--- config.mk ---
export PLATFORM = sky130hd
export DESIGN_NAME = fxa_queue
export DESIGN_NICKNAME = d
export VERILOG_FILES = /design/src/rtl/fxa_pkg.sv /design/src/rtl/fxa_queue.sv
export SDC_FILE = /design/constraint.sdc
export NUM_CORES = 1
export LEC_CHECK = 0
export BUFFER_PORTS_ARGS = -buffer_cell sky130_fd_sc_hd__buf_4
export CAP_MARGIN = 20
export CELL_PAD_IN_SITES_DETAIL_PLACEMENT = 1
export CELL_PAD_IN_SITES_GLOBAL_PLACEMENT = 2
export CORE_MARGIN = 5
export CORE_UTILIZATION = 41
export DETAILED_ROUTE_END_ITERATION = 12
export PLACE_DENSITY_LB_ADDON = 0.1
export RECOVER_POWER = 50
export SETUP_SLACK_MARGIN = 0.15
export SLEW_MARGIN = 20
export SYNTH_ARGS = -nofsm -noshare
export SYNTH_HDL_FRONTEND = slang
export SYNTH_SLANG_ARGS = --single-unit
--- constraint.sdc ---
create_clock -name clock -period 7 [get_ports clock]
set_input_delay 0 -clock clock [delete_from_list [all_inputs] [get_ports clock]]
set_output_delay 0 -clock clock [all_outputs]
set_load 0.02 [all_outputs]
--- src/rtl/fxa_pkg.sv ---
`timescale 1ns / 1ps
// fxa_pkg: shared constants, types and helper functions of the fixed-point alu
// depends on nothing; imported by every module of the block
package fxa_pkg;

   localparam int FRAC_BITS = 8;
   localparam int DATA_W    = 32;
   localparam int OP_W      = 4;
   // dividend of the rounded divide is 2*(|a| << FRAC_BITS) + |b|
   localparam int NUM_W     = DATA_W + FRAC_BITS + 2;
   // divisor of the rounded divide is 2*|b|
   localparam int DEN_W     = DATA_W + 1;
   // back stages: product, one per quotient bit, output
   localparam int LAST      = NUM_W + 1;

   localparam logic [OP_W-1:0] OP_ADD      = 4'd0;
   localparam logic [OP_W-1:0] OP_SUB      = 4'd1;
   localparam logic [OP_W-1:0] OP_MUL      = 4'd2;
   localparam logic [OP_W-1:0] OP_DIV      = 4'd3;
   localparam logic [OP_W-1:0] OP_MIN      = 4'd4;
   localparam logic [OP_W-1:0] OP_MAX      = 4'd5;
   localparam logic [OP_W-1:0] OP_INC      = 4'd6;
   localparam logic [OP_W-1:0] OP_DEC      = 4'd7;
   localparam logic [OP_W-1:0] OP_TO_INT   = 4'd8;
   localparam logic [OP_W-1:0] OP_FROM_INT = 4'd9;

   localparam logic signed [DATA_W-1:0] MAX_VAL = {1'b0, {(DATA_W-1){1'b1}}};
   localparam logic signed [DATA_W-1:0] MIN_VAL = {1'b1, {(DATA_W-1){1'b0}}};

   // classified word handed from front to back
   typedef struct packed {
      logic [OP_W-1:0]          op;
      logic                     neg;
      logic signed [DATA_W-1:0] res;
      logic                     ovf;
      logic                     dz;
      logic                     eq;
      logic                     lt;
      logic                     gt;
      logic [DATA_W-1:0]        a_mag;
      logic [DATA_W-1:0]        b_mag;
   } item_type;

   // control and result carried along the back pipeline
   typedef struct packed {
      logic [OP_W-1:0]          op;
      logic                     neg;
      logic signed [DATA_W-1:0] res;
      logic                     ovf;
      logic                     dz;
      logic                     eq;
      logic                     lt;
      logic                     gt;
   } stage_type;

   typedef struct packed {
      logic signed [DATA_W-1:0] res;
      logic                     ovf;
   } sat_type;

   // partial remainder and the shared dividend / quotient shift register
   typedef struct packed {
      logic [DEN_W-1:0] rem;
      logic [NUM_W-1:0] nq;
   } div_type;

   // saturate a signed wide value to the data range
   function automatic sat_type sat_signed(input logic signed [63:0] v);
      sat_type s;
      s.ovf = 1'b0;
      s.res = v[DATA_W-1:0];
      if (v > 64'(MAX_VAL)) begin
         s.ovf = 1'b1;
         s.res = MAX_VAL;
      end else if (v < 64'(MIN_VAL)) begin
         s.ovf = 1'b1;
         s.res = MIN_VAL;
      end
      return s;
   endfunction

   // apply a sign to a magnitude and saturate
   function automatic sat_type sat_mag(input logic [63:0] q, input logic neg);
      sat_type s;
      if (!neg) begin
         s.ovf = q > {32'd0, MAX_VAL};
         s.res = s.ovf ? MAX_VAL : q[DATA_W-1:0];
      end else begin
         s.ovf = q > {32'd0, MIN_VAL};
         s.res = s.ovf ? MIN_VAL : -q[DATA_W-1:0];
      end
      return s;
   endfunction

   // one restoring divide step: one quotient bit
   function automatic div_type div_step(input div_type d, input logic [DEN_W-1:0] den);
      div_type          r;
      logic [DEN_W:0]   t;
      logic             ge;
      t    = {d.rem, d.nq[NUM_W-1]};
      ge   = t >= {1'b0, den};
      r.rem = ge ? DEN_W'(t - {1'b0, den}) : t[DEN_W-1:0];
      r.nq  = {d.nq[NUM_W-2:0], ge};
      return r;
   endfunction

endpackage

--- src/rtl/fxa_queue.sv ---
`timescale 1ns / 1ps
// fxa_queue: two-entry queue between front and back
// depends on fxa_pkg
module fxa_queue
   import fxa_pkg::*;
(
   input  logic     clock,
   input  logic     reset,
   input  logic     push_valid,
   output logic     push_ready,
   input  item_type push_item,
   output logic     pop_valid,
   input  logic     pop_ready,
   output item_type pop_item
);

   item_type   entry_ff [0:1];
   logic       wr_ptr_ff;
   logic       rd_ptr_ff;
   logic [1:0] count_ff;
   logic       push;
   logic       pop;

   assign push_ready = count_ff != 2'd2;
   assign pop_valid  = count_ff != 2'd0;
   assign pop_item   = entry_ff[rd_ptr_ff];
   assign push       = push_valid && push_ready;
   assign pop        = pop_valid && pop_ready;

   always_ff @(posedge clock) begin
      if (reset) begin
         wr_ptr_ff <= 1'b0;
         rd_ptr_ff <= 1'b0;
         count_ff  <= 2'd0;
      end else begin
         if (push) wr_ptr_ff <= !wr_ptr_ff;
         if (pop)  rd_ptr_ff <= !rd_ptr_ff;
         count_ff <= count_ff + {1'b0, push} - {1'b0, pop};
      end
      if (push) entry_ff[wr_ptr_ff] <= push_item;
   end

endmodule

After elaboration in Yosys (flattened, before gate mapping) --
Memories as Yosys holds them, arrays and structs flattened. A register that Yosys moved wholly into a read port is not among the register bits. Index checks and enable logic that the tools add are counted.
Word-level totals: input port bits 110, register bits 4, memories 1, ROM bits 0, memory bits (writable) 212, bits in latches 0, output and inout port bits 108
Cells by class: equality and inequality tests 1, multiply operators 0, reductions and logical operators 5, div/mod/pow operators 0, $lt $le $gt $ge 0, $add $sub $neg 2, shifts and indexed selects 0, bitwise logic cells 0, mux-type cells 4
Memories:
- entry_ff | words 2, width 106, rd ports 1, clocked after Yosys merged registers in 1, wr ports 1, RTL line fxa_queue.sv:17 | item_type entry_ff [0:1];
Operators by type and width (number):
- 1-bit two-way mux | 4
- 2-bit by 1-bit adder with 2-bit output | 1
- 1-bit logical AND | 2
- 1-bit logical NOT | 2
- 2-bit != test (second input constant) | 1
- 2-bit nonzero test | 1
- 2-bit by 1-bit subtractor with 2-bit output | 1

Longest topological paths before layout --
depth after elaboration 4, depth in mapped cells 6, gate-level depth less buffers 6

Least setup slack after synthesis --
Ideal clock, no wire load.
path type register to register, start reg count_ff[0], end mem entry_ff[1][0] (netlist name), enable pin, data arrival time 3.219 ns, setup time 0.478 ns, stages on the path, launching flop included 3, path slack 3.303 ns, required time 6.522 ns, buffers on the path 0, cells stage by stage dfxtp_1 > nand2b_1 > and3_1
On the way: word-level cells in the longest chain between the ends 4
RTL lines:
- from (decl) | RTL line fxa_queue.sv:20 | logic [1:0] count_ff;
- from (signal assigned) | RTL line fxa_queue.sv:38 | count_ff <= count_ff + {1'b0, push} - {1'b0, pop};
- 2-bit != test | RTL line fxa_queue.sv:24 | assign push_ready = count_ff != 2'd2;
- named net push_ready | RTL line fxa_queue.sv:10 | output logic push_ready,
- 1-bit logical AND | RTL line fxa_queue.sv:27 | assign push = push_valid && push_ready;
- 1-bit two-way mux | RTL line fxa_queue.sv:40 | if (push) entry_ff[wr_ptr_ff] <= push_item;
- 1-bit two-way mux (implied by the code) | RTL line fxa_queue.sv:40
- to (decl) | RTL line fxa_queue.sv:17
The timed path passes the listed nets, and every way through them passes these cells.

Worst setup path in the final report --
start reg count_ff[0], end mem entry_ff[1][11] (netlist name), enable pin
On the way: word-level cells in the longest chain between the ends 4
RTL lines (RTL line):
- 2-bit != test | fxa_queue.sv:24
- 1-bit logical AND | fxa_queue.sv:27
- 1-bit two-way mux | fxa_queue.sv:40
- 1-bit two-way mux (implied by the code) | fxa_queue.sv:40
Every way passes these cells.

==> results.yml <==
floorplan:
  initial_utilization_pct: 41.6
  die_w_um: 150
  dieArea_um2: 22600
  die_h_um: 150
  core_um2: 19400
  rows: 51
  ios: 218
clocking:
  cts_buffers: 23
  clockBufferDepth: 3
  ctsResizeCount: 0
  root_buffer: "clkbuf_16"
  cts_tree: "yes"
  cts_htree_levels: 1
  clk_pin_slew_ps: 60
  clock_latency_ps: 500
  cts_sinks: 217
worst_hold_path:
  hold_path_class: "primary input to flip-flop"
  hold-path-cell-count: 2
pwr:
  powerDensity_nw_per_um2: 330
  p_clk_share_pct: 32.9
  max-vdd-ir-drop_mv: 0.191
  leakage_uw: 0.00438
  combinationalPowerShare_pct: 24.4
  swShare_pct: 26.6
  p_int_uw: 2840
  seq_power_share_pct: 42.7
  netSwitchingPower_uw: 1030
synthesis:
  yosysWarnings: 0
  synth.cell_area_um2: 8070
  syn-num-nets: 470
  ys_ff_latch: 217
  synthesis.instances: 359
  seq_area_frac_synth_pct: 80.1
  ys_types: 24
  avgSynthCellArea_um2: 22.5
routing:
  postRouteAntennaNets: 0
  viasPerCell: 4.63
  met3_length_um: 1320
  drc: 0
  m1WireLength_um: 7140
  via_count: 4556
  wl_met2_um: 9860
  first_pass_iters: 4
  wire_per_inst_um: 18.9
  first_iter_violations: 175
  highest_layer: "met4"
  drt-total-wl_um: 18600
grt:
  gr-total-overflow: 0
  grt_util_all_layers_pct: 16.2
  grt_max_degree: 72
  grt_pass1_vias: 5102
  antenna_found_initial: 0
  grt_first_pass_wirelength_um: 28100
status:
  outcome: "finished, violations left"
  violations: "capacitance limit, slew limit"
critical_path:
  worstSetupEndpointType: "flip-flop"
  worstSetupStartpointType: "flip-flop"
  worstPathMaxFanout: 57
  path_class: "flip-flop to flip-flop"
  required_ps: 7130
  crit_path_end: "entry_ff[1][11]"
  arrival_ps: 3880
  r2r_setup_slack_ps: 3250
  r2r_end: "entry_ff[1][11]"
  timing.rr.start: "count_ff[0]"
  startpoint: "count_ff[0]"
  reg2reg_depth: 3
sta:
  finalSetupViolations: 0
  timing.final.crit_share_pct: 53.5
  period_minus_slack_ps: 3750
  rsz0062_at_grt: "false"
  skew_ps: 11.4
  finalHoldViolations: 0
  slew-limit-headroom_pct: -53.9
  report.final.slew_viol_count: 88
  tns_ps: 0
  clock.fmax_mhz: 267
  worstMarginPinSlew_ps: 2310
layout:
  drive_above_1_share_pct: 46.2
  insertedDiodeCount: 0
  fin_nets: 813
  area_growth_pct: 45.3
  final_area_um2: 11700
job:
  cap_violations: 2
place:
  placed_cell_area_um2: 9960
  port_buffers: 217
  place.gp.congestion: 0.710
  dpl.hpwl_um: 11600
[cell families (layout without fill, tap and decap cells)]
| family | count (synthesis) | count (layout) | synth area share (%) |
|---|---|---|---|
| buf+inv | 13 | 373 | 1.26 |
| compound gates | 6 | 6 | 0.543 |
| mux | 106 | 106 | 16.7 |
| fa+ha+maj | 1 | 1 | 0.155 |
| flops | 217 | 217 | 80.1 |
| simple gates | 15 | 15 | 1.13 |
| xor+xnor | 1 | 1 | 0.109 |
[repair_timing]
item	CTS	global route
hold buffers	110	0
setup endpoints to repair	0	0
hold endpoints to repair	217	0
buffers inserted	0	0
[metal layers]
metal  vias to the layer above  track usage (%)
li1                       2119                -
met1                      2266             19.3
met2                       144             29.0
met3                        27             4.27
met4                         0             4.16
met5                         -                0
[layout by cell type, fill, tap and decap left out, types with 2 or more instances in the layout]
cell type / Yosys / routed
clkinv_2: 0 / 6
nor2_1: 4 / 4
and3_1: 2 / 2
mux2_2: 66 / 66
clkbuf_1: 0 / 39
dfxtp_1: 5 / 4
bufinv_16: 0 / 5
clkbuf_16: 0 / 23
edfxtp_1: 212 / 212
dlygate4sd3_1: 0 / 110
buf_4: 0 / 112
clkinv_1: 0 / 3
nor2b_1: 2 / 2
mux2_4: 40 / 40
o21ai_0: 2 / 2
clkbuf_4: 0 / 72
[power by group through the flow]
stage	Clock, uW	Sequential (uW)	Combinational, uW
after floorplan	0	1640	593
after global placement	0	1670	907
after detailed placement	0	1680	917
after CTS	1310	1650	974
after global routing	1370	1670	1000
final	1270	1650	943
[cell type report]
type                       instances  area [um2]
clock inverter                    16         208
multi-input combinational        129        1500
sequential                       217        6470
fill                            1774        7680
timing repair buffer             330        2620
inverter                           1        5.00
tap                              265         332
clock buffer                      26         587
[how the worst min path moves through the flow]
| stage | endpoint | slack [ps] | start |
|---|---|---|---|
| global route | entry_ff[1][51] | 210 | push_item[51] |
| detailed placement | entry_ff[1][22] | 190 | push_item[22] |
| floorplan | wr_ptr_ff | 70 | reset |
| CTS | entry_ff[0][14] | 200 | push_item[14] |
| global placement | entry_ff[0][18] | 190 | push_item[18] |
| finish | entry_ff[0][14] | 240 | push_item[14] |
[metrics by stage]
step                utilization [%]  power (uW)  hold slack [ps]  worst slack, ps  cells
floorplan                         -        2230             69.1             3300    359
finish                         60.4        3870              241             3250    984
global route                   60.4        4040              214             2880    984
CTS                            61.1        3930              196             4100    984
global placement               51.4        2580              185             4520    832
detailed placement             51.4        2600              189             4410    832
[Yosys cell counts]
library cell / n / share of area (%)
xor2_1: 1 / 0.11
ha_1: 1 / 0.16
o31a_1: 1 / 0.11
nor2_1: 4 / 0.19
inv_1: 1 / 0.046
nand3b_1: 1 / 0.093
edfxtp_1: 212 / 79
o21ba_2: 1 / 0.12
nor4bb_1: 1 / 0.12
nor3_2: 1 / 0.12
or2_2: 1 / 0.078
mux2_4: 40 / 7.4
nand3_1: 1 / 0.062
and3_1: 2 / 0.16
mux2_2: 66 / 9.2
a21oi_1: 1 / 0.062
nor2b_1: 2 / 0.16
buf_6: 6 / 0.84
buf_2: 6 / 0.37
nand2b_1: 1 / 0.078
a21bo_2: 1 / 0.12
dfxtp_1: 5 / 1.2
o21ai_0: 2 / 0.12
nor4_1: 1 / 0.078
[worst max-delay path: stages (launching register included)]
cell and delay [ps]:
dfxtp_1 420, nand2b_1 230, and3_1 1750, buf_4 850
[flip-flops by register name (all words and copies together), names as in the netlist, named ones only]
name / cells
count_ff: 2
entry_ff: 212
rd_ptr_ff: 1
wr_ptr_ff: 1
(Power assumes the default switching activity.)
